<file path="config.mk">
export PLATFORM = sky130hd
export DESIGN_NAME = link_replay_buffer
export DESIGN_NICKNAME = d
export VERILOG_FILES = /design/src/design/lrb_pkg.sv /design/src/design/lrb_mem.sv /design/src/design/lrb_ctrl.sv /design/src/design/link_replay_buffer.sv
export SDC_FILE = /design/constraint.sdc
export NUM_CORES = 2
export LEC_CHECK = 0
export ABC_CLOCK_PERIOD_IN_PS = 9860
export BUFFER_PORTS_ARGS = -buffer_cell sky130_fd_sc_hd__buf_2
export CAP_MARGIN = 40
export CORE_ASPECT_RATIO = 1.5
export CORE_MARGIN = 10
export CORE_UTILIZATION = 58
export DETAILED_ROUTE_END_ITERATION = 8
export PLACE_DENSITY_LB_ADDON = 0.2
export REMOVE_ABC_BUFFERS = 1
export SKIP_CTS_REPAIR_TIMING = 1
export SYNTH_ARGS = -nofsm -noshare
export SYNTH_HDL_FRONTEND = slang
export SYNTH_SLANG_ARGS = --single-unit
</file>
<file path="constraint.sdc">
create_clock -name clk -period 9.86 [get_ports clk]
set_clock_uncertainty 0.05 [all_clocks]
set_input_delay 1.972 -clock clk [delete_from_list [all_inputs] [get_ports clk]]
set_output_delay 1.972 -clock clk [all_outputs]
set_load 0.05 [all_outputs]
</file>
<file path="src/design/lrb_pkg.sv">
`timescale 1ns / 1ps
// ----------------------------------------------------------------------------
// lrb_pkg: shared types for the link replay buffer
// Operation codes, status codes and controller states.
// ----------------------------------------------------------------------------
package lrb_pkg;

  typedef enum logic [1:0] {
    OP_STORE  = 2'd0,
    OP_REPLAY = 2'd1,
    OP_REMOVE = 2'd2,
    OP_FLUSH  = 2'd3
  } op_t;

  typedef enum logic [1:0] {
    ST_OK       = 2'd0,
    ST_NOMATCH  = 2'd1,
    ST_FULL     = 2'd2,
    ST_MISMATCH = 2'd3
  } status_t;

  typedef enum logic {
    S_IDLE = 1'b0,
    S_SCAN = 1'b1
  } state_t;

endpackage

</file>
<file path="src/design/lrb_mem.sv">
`timescale 1ns / 1ps
// ----------------------------------------------------------------------------
// lrb_mem: entry store
// One write port and one read port; read data is registered.
// ----------------------------------------------------------------------------
module lrb_mem #(
  parameter int DEPTH = 16,
  parameter int WIDTH = 80
) (
  input  logic                     clk,
  input  logic                     we,
  input  logic [$clog2(DEPTH)-1:0] waddr,
  input  logic [WIDTH-1:0]         wdata,
  input  logic                     re,
  input  logic [$clog2(DEPTH)-1:0] raddr,
  output logic [WIDTH-1:0]         rdata
);

  logic [WIDTH-1:0] mem_r [DEPTH];
  logic [WIDTH-1:0] rdata_r;

  always_ff @(posedge clk) begin
    if (we) begin
      mem_r[waddr] <= wdata;
    end
  end

  always_ff @(posedge clk) begin
    if (re) begin
      rdata_r <= mem_r[raddr];
    end
  end

  assign rdata = rdata_r;

endmodule

</file>
<file path="src/design/lrb_ctrl.sv">
`timescale 1ns / 1ps
// ----------------------------------------------------------------------------
// lrb_ctrl: command sequencer for the link replay buffer
// Appends on store; otherwise scans the entries oldest first, compacting
// survivors in place on remove and flush.
// ----------------------------------------------------------------------------
module lrb_ctrl
  import lrb_pkg::*;
#(
  parameter int DEPTH     = 16,
  parameter int SEQ_BITS  = 16,
  parameter int DATA_BITS = 64,
  localparam int IDX_W    = $clog2(DEPTH),
  localparam int CNT_W    = $clog2(DEPTH + 1),
  localparam int ENT_W    = SEQ_BITS + DATA_BITS
) (
  input  logic                 clk,
  input  logic                 rst_n,
  input  logic                 start,
  output logic                 busy,
  input  logic [1:0]           in_operation,
  input  logic [SEQ_BITS-1:0]  in_sequence_req,
  input  logic [SEQ_BITS-1:0]  in_msg_sequence,
  input  logic [DATA_BITS-1:0] in_msg_payload,
  output logic                 out_valid,
  output logic [1:0]           out_status,
  output logic [DATA_BITS-1:0] out_replay_payload,
  output logic [CNT_W-1:0]     out_fill_count,
  output logic                 mem_we,
  output logic [IDX_W-1:0]     mem_waddr,
  output logic [ENT_W-1:0]     mem_wdata,
  output logic                 mem_re,
  output logic [IDX_W-1:0]     mem_raddr,
  input  logic [ENT_W-1:0]     mem_rdata
);

  state_t               state_r, state_nxt;
  op_t                  op_r, op_nxt;
  logic [SEQ_BITS-1:0]  req_r, req_nxt;
  logic [CNT_W-1:0]     cnt_r, cnt_nxt;
  logic [CNT_W-1:0]     rd_r, rd_nxt;
  logic [CNT_W-1:0]     wr_r, wr_nxt;
  logic                 pend_r, pend_nxt;
  logic                 hit_r, hit_nxt;
  logic [DATA_BITS-1:0] pay_r, pay_nxt;
  logic                 out_valid_r, out_valid_nxt;
  status_t              out_status_r, out_status_nxt;
  logic [DATA_BITS-1:0] out_payload_r, out_payload_nxt;

  logic                 accept;
  logic                 scan_done;
  logic [SEQ_BITS-1:0]  ent_seq;
  logic [DATA_BITS-1:0] ent_data;
  logic                 drop;

  assign accept    = start && (state_r == S_IDLE);
  assign scan_done = (state_r == S_SCAN) && !pend_r && (rd_r >= cnt_r);
  assign ent_seq   = mem_rdata[ENT_W-1:DATA_BITS];
  assign ent_data  = mem_rdata[DATA_BITS-1:0];

  // Next state
  always_comb begin
    state_nxt = state_r;
    unique case (state_r)
      S_IDLE: begin
        if (accept && (op_t'(in_operation) != OP_STORE)) begin
          state_nxt = S_SCAN;
        end
      end
      S_SCAN: begin
        if (scan_done) begin
          state_nxt = S_IDLE;
        end
      end
      default: state_nxt = S_IDLE;
    endcase
  end

  // Datapath and outputs
  always_comb begin
    op_nxt          = op_r;
    req_nxt         = req_r;
    cnt_nxt         = cnt_r;
    rd_nxt          = rd_r;
    wr_nxt          = wr_r;
    pend_nxt        = pend_r;
    hit_nxt         = hit_r;
    pay_nxt         = pay_r;
    out_valid_nxt   = 1'b0;
    out_status_nxt  = out_status_r;
    out_payload_nxt = out_payload_r;
    mem_we          = 1'b0;
    mem_waddr       = cnt_r[IDX_W-1:0];
    mem_wdata       = {in_msg_sequence, in_msg_payload};
    mem_re          = 1'b0;
    mem_raddr       = rd_r[IDX_W-1:0];
    drop            = 1'b0;

    unique case (state_r)
      S_IDLE: begin
        if (accept) begin
          op_nxt  = op_t'(in_operation);
          req_nxt = in_sequence_req;
          if (op_t'(in_operation) == OP_STORE) begin
            out_valid_nxt   = 1'b1;
            out_payload_nxt = '0;
            if (in_msg_sequence != in_sequence_req) begin
              out_status_nxt = ST_MISMATCH;
            end else if (cnt_r >= CNT_W'(DEPTH)) begin
              out_status_nxt = ST_FULL;
            end else begin
              out_status_nxt = ST_OK;
              mem_we         = 1'b1;
              cnt_nxt        = cnt_r + 1'b1;
            end
          end else begin
            rd_nxt   = '0;
            wr_nxt   = '0;
            pend_nxt = 1'b0;
            hit_nxt  = 1'b0;
            pay_nxt  = '0;
          end
        end
      end
      S_SCAN: begin
        // Issue the next read while the previous one is evaluated
        if (rd_r < cnt_r) begin
          mem_re   = 1'b1;
          rd_nxt   = rd_r + 1'b1;
          pend_nxt = 1'b1;
        end else begin
          pend_nxt = 1'b0;
        end

        if (pend_r) begin
          unique case (op_r)
            OP_REPLAY: begin
              if (!hit_r && (ent_seq == req_r)) begin
                hit_nxt = 1'b1;
                pay_nxt = ent_data;
              end
            end
            OP_REMOVE: drop = !hit_r && (ent_seq == req_r);
            OP_FLUSH:  drop = (ent_seq <= req_r);
            default:   drop = 1'b0;
          endcase
          if ((op_r == OP_REMOVE) || (op_r == OP_FLUSH)) begin
            if (drop) begin
              hit_nxt = 1'b1;
            end else begin
              // Move the survivor down to the next packed slot
              mem_we    = 1'b1;
              mem_waddr = wr_r[IDX_W-1:0];
              mem_wdata = mem_rdata;
              wr_nxt    = wr_r + 1'b1;
            end
          end
        end

        if (scan_done) begin
          out_valid_nxt   = 1'b1;
          out_status_nxt  = hit_r ? ST_OK : ST_NOMATCH;
          out_payload_nxt = pay_r;
          if (op_r != OP_REPLAY) begin
            cnt_nxt = wr_r;
          end
        end
      end
      default: ;
    endcase
  end

  always_ff @(posedge clk) begin
    if (!rst_n) begin
      state_r     <= S_IDLE;
      cnt_r       <= '0;
      pend_r      <= 1'b0;
      out_valid_r <= 1'b0;
    end else begin
      state_r     <= state_nxt;
      cnt_r       <= cnt_nxt;
      pend_r      <= pend_nxt;
      out_valid_r <= out_valid_nxt;
    end
  end

  always_ff @(posedge clk) begin
    op_r          <= op_nxt;
    req_r         <= req_nxt;
    rd_r          <= rd_nxt;
    wr_r          <= wr_nxt;
    hit_r         <= hit_nxt;
    pay_r         <= pay_nxt;
    out_status_r  <= out_status_nxt;
    out_payload_r <= out_payload_nxt;
  end

  assign busy               = (state_r != S_IDLE);
  assign out_valid          = out_valid_r;
  assign out_status         = out_status_r;
  assign out_replay_payload = out_payload_r;
  // Count changes only on an accepted store or at the end of a remove or flush, so it is stable while shown
  assign out_fill_count     = cnt_r;

endmodule

</file>
<file path="src/design/link_replay_buffer.sv">
`timescale 1ns / 1ps
// ----------------------------------------------------------------------------
// link_replay_buffer: link-level retry buffer
// Holds sent messages in arrival order; serves store, replay, remove and
// cumulative flush commands.
// ----------------------------------------------------------------------------
//  Channel   Handshake            Payload
//  command   start / busy         in_operation, in_sequence_req,
//                                 in_msg_sequence, in_msg_payload
//  result    out_valid (strobe)   out_status, out_replay_payload,
//                                 out_fill_count
//
// Store never raises busy; its result strobes in the cycle after it is taken.
// Replay, remove and flush scan the held entries through the single read
// port of the entry memory: busy while one read per held entry is issued
// and evaluated, the result strobing in the cycle after.
// A transfer is taken at any edge with start high and busy low, including
// the cycle in which the previous result is shown. Results cannot be
// stalled. Reset empties the buffer at once; no clearing pass.
// ----------------------------------------------------------------------------
module link_replay_buffer
  import lrb_pkg::*;
#(
  parameter int DEPTH     = 16,
  parameter int SEQ_BITS  = 16,
  parameter int DATA_BITS = 64
) (
  input  logic                          clk,
  input  logic                          rst_n,
  input  logic                          start,
  output logic                          busy,
  input  logic [1:0]                    in_operation,
  input  logic [SEQ_BITS-1:0]           in_sequence_req,
  input  logic [SEQ_BITS-1:0]           in_msg_sequence,
  input  logic [DATA_BITS-1:0]          in_msg_payload,
  output logic                          out_valid,
  output logic [1:0]                    out_status,
  output logic [DATA_BITS-1:0]          out_replay_payload,
  output logic [$clog2(DEPTH + 1)-1:0]  out_fill_count
);

  localparam int IDX_W = $clog2(DEPTH);
  localparam int ENT_W = SEQ_BITS + DATA_BITS;

  logic             mem_we;
  logic [IDX_W-1:0] mem_waddr;
  logic [ENT_W-1:0] mem_wdata;
  logic             mem_re;
  logic [IDX_W-1:0] mem_raddr;
  logic [ENT_W-1:0] mem_rdata;

  lrb_ctrl #(
    .DEPTH     (DEPTH),
    .SEQ_BITS  (SEQ_BITS),
    .DATA_BITS (DATA_BITS)
  ) u_ctrl (
    .clk                (clk),
    .rst_n              (rst_n),
    .start              (start),
    .busy               (busy),
    .in_operation       (in_operation),
    .in_sequence_req    (in_sequence_req),
    .in_msg_sequence    (in_msg_sequence),
    .in_msg_payload     (in_msg_payload),
    .out_valid          (out_valid),
    .out_status         (out_status),
    .out_replay_payload (out_replay_payload),
    .out_fill_count     (out_fill_count),
    .mem_we             (mem_we),
    .mem_waddr          (mem_waddr),
    .mem_wdata          (mem_wdata),
    .mem_re             (mem_re),
    .mem_raddr          (mem_raddr),
    .mem_rdata          (mem_rdata)
  );

  lrb_mem #(
    .DEPTH (DEPTH),
    .WIDTH (ENT_W)
  ) u_mem (
    .clk   (clk),
    .we    (mem_we),
    .waddr (mem_waddr),
    .wdata (mem_wdata),
    .re    (mem_re),
    .raddr (mem_raddr),
    .rdata (mem_rdata)
  );

endmodule
</file>
# == After elaboration in Yosys (flattened, before gate mapping) ==
# Memories as Yosys holds them, arrays and structs flattened. A register that Yosys moved wholly into a read port is not among the register bits.
# Index checks and enable logic that the tools add are counted.
# op_classes
add_sub_neg,3
n_lt_le_gt_ge,4
n_eq_ne,19
muxes,71
bitwise_logic,1
n_reduce_logical,18
# op_table
op,count
$mux 64,8
$mux 80,4
$pmux 64 s2,2
$mux 5,12
$pmux 5 s2,3
$mux 1,26
$ne 2x2->1 const B,12
$eq 16x16->1,1
$le 16x16->1,1
$mux 4,4
$ne 16x16->1,1
$add 5x1->5 const B,3
$pmux 1 s2,6
$mux 2,5
$reduce_and 5->1,2
$reduce_and 3->1,3
$reduce_and 6->1,1
$ge 5x5->1,1
$ge 5x5->1 const B,1
$logic_and 1x1->1,5
$lt 5x5->1,1
$eq 2x2->1 const B,2
$ne 2x1->1 const B,2
$pmux 2 s2,1
7 further kinds,9
# word_totals
register_bits,167
ramBits,1280
input_bits,101
out_inout_bits,73
elab_cells,129
n_memories,1
# memory_table
name,depth,width,rd,rd_ports_with_merged_regs,wr,line,rtl
u_mem.mem_r,16,80,1,1,1,lrb_mem.sv:19,logic [WIDTH-1:0] mem_r [DEPTH];

# == Longest topological paths before layout ==
# logic_depth
word_depth,11
depth_mapped,11
mapped_depth_nobuf,8

# == By module ==
# Synthesis repeated with hierarchy kept, for this count alone.
# hier_totals
hier_cells,2646
area_unflattened_um2,58342.2
# modules_own_cells
module,n_inst,cells_each,area_each_um2,seq_area_each_um2
lrb_mem,1,2054,50223.2,40839.2
lrb_ctrl,1,592,8119.0,4934.7

# == Least setup slack after synthesis ==
# Ideal clock, no wire load.
# synth_path
kind,register to register
from,"register u_ctrl.state_r, in the netlist u_ctrl.busy"
to,"memory u_mem.mem_r[0][0], enable pin"
setup_ps,641
arrival_ps,7757
required_time_ps,9169
path_slack_ps,1412
path_stages_with_launch,7
path_buffers,1
synth_period_minus_slack_ps,8448
path_cell_list,dfxtp_1 > clkbuf_1 > nand2_1 > or3_1 > a31oi_2 > o21ai_0 > o32ai_1
# synth_via
elab_chain_len,6
word_cells_on_any_way,7
cone_classes,mux: 5; bitwise: 1; reduce/logical: 1
# synth_rtl
element,line,rtl
from (decl),lrb_ctrl.sv:37,"state_t state_r, state_nxt;"
from (signal assigned),lrb_ctrl.sv:180,state_r <= state_nxt;
$not 1->1 (no source line),-,
$logic_and 1x1->1,lrb_ctrl.sv:56,assign accept = start && (state_r == S_IDLE);
$mux 1,lrb_ctrl.sv:101,if (accept) begin
$pmux 1 s2,lrb_ctrl.sv:99,unique case (state_r)
$mux 1,lrb_mem.sv:23,if (we) begin
$mux 1 (implied by the code),lrb_mem.sv:24,mem_r[waddr] <= wdata;
to (decl),lrb_mem.sv:19,
# Several ways; a longest one is shown, not always the timed one.

# == Final worst setup path ==
# layout_path
from,input port in_sequence_req[14]
to,"memory u_mem.mem_r[7][22], enable pin"
# layout_via
elab_chain_len,7
# layout_rtl
element,line,rtl
from (decl),link_replay_buffer.sv:33,"input logic [SEQ_BITS-1:0] in_sequence_req,"
$ne 16x16->1,lrb_ctrl.sv:107,if (in_msg_sequence != in_sequence_req) begin
$mux 1,lrb_ctrl.sv:107,
$mux 1,lrb_ctrl.sv:104,if (op_t'(in_operation) == OP_STORE) begin
$mux 1,lrb_ctrl.sv:101,
$pmux 1 s2,lrb_ctrl.sv:99,
$mux 1,lrb_mem.sv:23,
$mux 1 (implied by the code),lrb_mem.sv:24,
# No other way between the ends.

==> run summary <==
Ports -> 174
Via density -> 6.347
Routed WL -> 126.0 mm
die area -> 0.1142 sq mm
commonest non-fill, non-tap cell in the layout -> edfxtp_1
Final Cycle Share -> 59.62%
Initial DRC Count -> 2593
antenna violations before repair -> 5
DR WL/cell -> 30.39 um
drt first pass iters -> 5
kind of critical path -> primary input to register
Hold Crit Depth -> 2
setup violators final -> 0
Sink Count -> 1527
CP startpoint kind -> primary input
gr ovfl total -> 0
Post-synth ARST share -> 0%
reg2reg end -> u_mem.mem_r[4][22]$_DFFE_PP_
setup slack after layout -> 3.982 ns
leakage power -> 20.89 nW
worst hold endpoint -> u_ctrl.pend_r$_SDFFE_PN0P_
FF-to-FF path depth -> 9
Tmin final -> 5.878 ns
Hold Startpoint -> u_ctrl.pend_r$_SDFFE_PN0P_
Critical Path RT -> 10.17 ns
Top delay family on crit path -> simple AND/OR/NAND/NOR gates
maxcap violations -> 0
Clock Path Buffers -> 3
crit-path max cell delay -> 0.74 ns
Tightest Hold Check Type -> register to register
synth top area cells -> edfxtp_1 (78%), mux4_2 (15%), and2_1 (1.4%)
fin util -> 65.91%
detailed placer's ending HPWL -> 71.57 mm
most frequent cells in the layout -> edfxtp_1 (1519), mux4_2 (400), buf_2 (175), clkbuf_16 (143), and2_1 (132)
Syn Inst Count -> 2477
final antenna-violating net count -> 0
die height -> 408.9 um
final hold violations -> 0
die width -> 279.3 um
TritonCTS clock tree -> built
routability cong. -> 0.8452
Mean Syn Cell Area -> 23.61 sq um
GRT Total Usage -> 22.56%
Final Net Count -> 2868
Cell Area, Synth -> 0.05849 sq mm
Crit Path Max Fanout -> 42
worst path bufs/invs -> 3
Synth Flop Type -> edfxtp_1
r2r setup slk -> 5.34 ns
H-Tree Level Count -> 4
first-pass GRT wire length -> 187.9 mm
number of synthesized flops with an enable pin -> 1519
Clock Latency Late Sink -> 0.75 ns
# port buffers -> 173
r2r startpoint -> u_mem.rdata[74]$_DFFE_PP_
Critical-path top delay cell -> buf_4
RSZ-0062 raised after global routing -> no
status -> completed
share of cells above drive strength 1 -> 32.77%
Core ar. -> 0.1000 sq mm
DP Worst Slack -> 3.216 ns
peak supply drop -> 143.8 uV
Reg clk slew, reported paths -> 0.06 ns
Synth warnings -> 0
FMAX -> 170.1 MHz
Seq/Total Area, Yosys -> 78.26%
CP Capture Type -> register
vias in the first global route -> 28.16k
Seq cells post-synth -> 1527
Yosys cell types -> 50
Tightest Pin Transition -> 1.136 ns
number of cells on the critical path -> 9
Root Buffer -> clkbuf_16
total power draw -> 13.53 mW
Num CTS Buffers -> 137
crit-path cells -> buf_2, xor2_1, nor4_1, nand4_1, nor3_1, nand3_1, o22ai_4, buf_4, buf_4
largest net degree at the start of global routing -> 144
area fraction of the dominant cell type after synthesis -> 77.98%
CP arrival -> 6.19 ns
num rows -> 142
pwr/cell area -> 205.2 mW/mm^2
Top cell by count, worst path -> buf_4
Slew Viols, Final -> 0
Synth-to-Final Area Change -> 12.71%
Initial Utilization -> 58.48%
Slew HR -> 24.30%
Via Count -> 26.30k
Synth area leader -> edfxtp_1
Remaining DRCs -> 0
[synth_stat cells, types with 4 or more instances]
master,n
o32ai_1,5
clkbuf_1,74
mux2_2,70
o21ai_0,12
nor2_1,15
nand3_1,13
edfxtp_1,1519
inv_1,26
nor2b_1,6
buf_2,33
nor3_1,5
xor2_1,19
a21oi_1,16
ha_1,25
nand4_1,4
dfxtp_1,8
mux4_2,400
nor4_1,4
o22ai_1,13
and2_1,132
nand2_1,23
mux2_4,10
buf_1,9
[power by group]
group | switching [mW] | leakage (nW) | internal (mW) | total, mW
Clock | 2.25 | 2.08 | 2.84 | 5.09
Sequential | 0.0412 | 13.8 | 7.28 | 7.32
Combinational | 0.635 | 4.97 | 0.481 | 1.12
[area by class of cell]
cell class	count	area, sq um
Timing Repair Buffer	245	1813
Clock inverter	63	515.5
Fill cell	6264	34100
Multi-Input combinational cell	804	12370
Clock buffer	181	3721
Antenna cell	1	2.502
Sequential cell	1527	45780
Inverter	27	103.9
Tap cell	1296	1622
[registers in the layout, indices dropped and copies added (netlist names)]
| register | flops |
|---|---|
| u_mem.mem_r | 1280 |
| u_mem.rdata | 80 |
| u_ctrl.out_replay_payload | 64 |
| u_ctrl.pay_r | 64 |
| u_ctrl.req_r | 16 |
| u_ctrl.out_fill_count | 5 |
| u_ctrl.rd_r | 5 |
| u_ctrl.wr_r | 5 |
| u_ctrl.op_r | 2 |
| u_ctrl.out_status | 2 |
| u_ctrl.busy | 1 |
| u_ctrl.hit_r | 1 |
| u_ctrl.out_valid | 1 |
| u_ctrl.pend_r | 1 |
[logic make-up (layout without fill, tap and decap cells)]
| family | count (synthesis) | after routing | synth area share [%] |
|---|---|---|---|
| other cells | 0 | 1 | 0 |
| simple gates | 217 | 217 | 2.167 |
| flops | 1527 | 1527 | 78.26 |
| xor+xnor | 21 | 21 | 0.3145 |
| compound gates | 60 | 60 | 0.6589 |
| buf+inv | 146 | 516 | 1.046 |
| mux | 481 | 481 | 17.02 |
| fa+ha+maj | 25 | 25 | 0.5348 |
[worst max path at each step]
stage,startpoint,to,slack (ns)
6_report,in_sequence_req[14],u_mem.mem_r[7][22]$_DFFE_PP_,3.98
3_5_place_dp,in_sequence_req[14],u_mem.mem_r[7][30]$_DFFE_PP_,3.22
5_1_grt,in_sequence_req[14],u_mem.mem_r[7][22]$_DFFE_PP_,3.85
2_1_floorplan,u_ctrl.rd_r[0]$_SDFFCE_PN0P_,u_ctrl.out_replay_payload[0]$_SDFFCE_PN0P_,-5.19
4_1_cts,in_sequence_req[14],u_mem.mem_r[7][22]$_DFFE_PP_,4.01
3_3_place_gp,in_sequence_req[14],u_mem.mem_r[7][30]$_DFFE_PP_,3.32
[tightest hold or removal path, delay by kind of cell, from the launching register on]
kind | cells | cell delay (ns)
AO/OA/AOI/OAI | 1 | 0.06
flip-flops | 1 | 0.33
AND/OR/NAND/NOR | 1 | 0.06
[stage by stage]
stage                     hold slack, ns  cells  instance area (sq um)  setup TNS, ns
final                             0.4554   4144                  65930              0
after global routing              0.4920   4144                  65930              0
after CTS                         0.4517   4143                  65920              0
after detailed placement          0.4417   3899                  61690              0
after global placement            0.4169   3877                  61170              0
after floorplan                   0.3993   2358                  57980       -1137.16
[routing by layer]
layer	vias up	global-route usage [%]	share of wire (%)
met5	-	0	0.0087
met4	2	7.059	2.7
met3	193	4.500	6.5
met2	993	38.77	53
met1	14140	28.80	38
li1	10970	-	-
No activity file was read; power rests on OpenSTA's default activity.
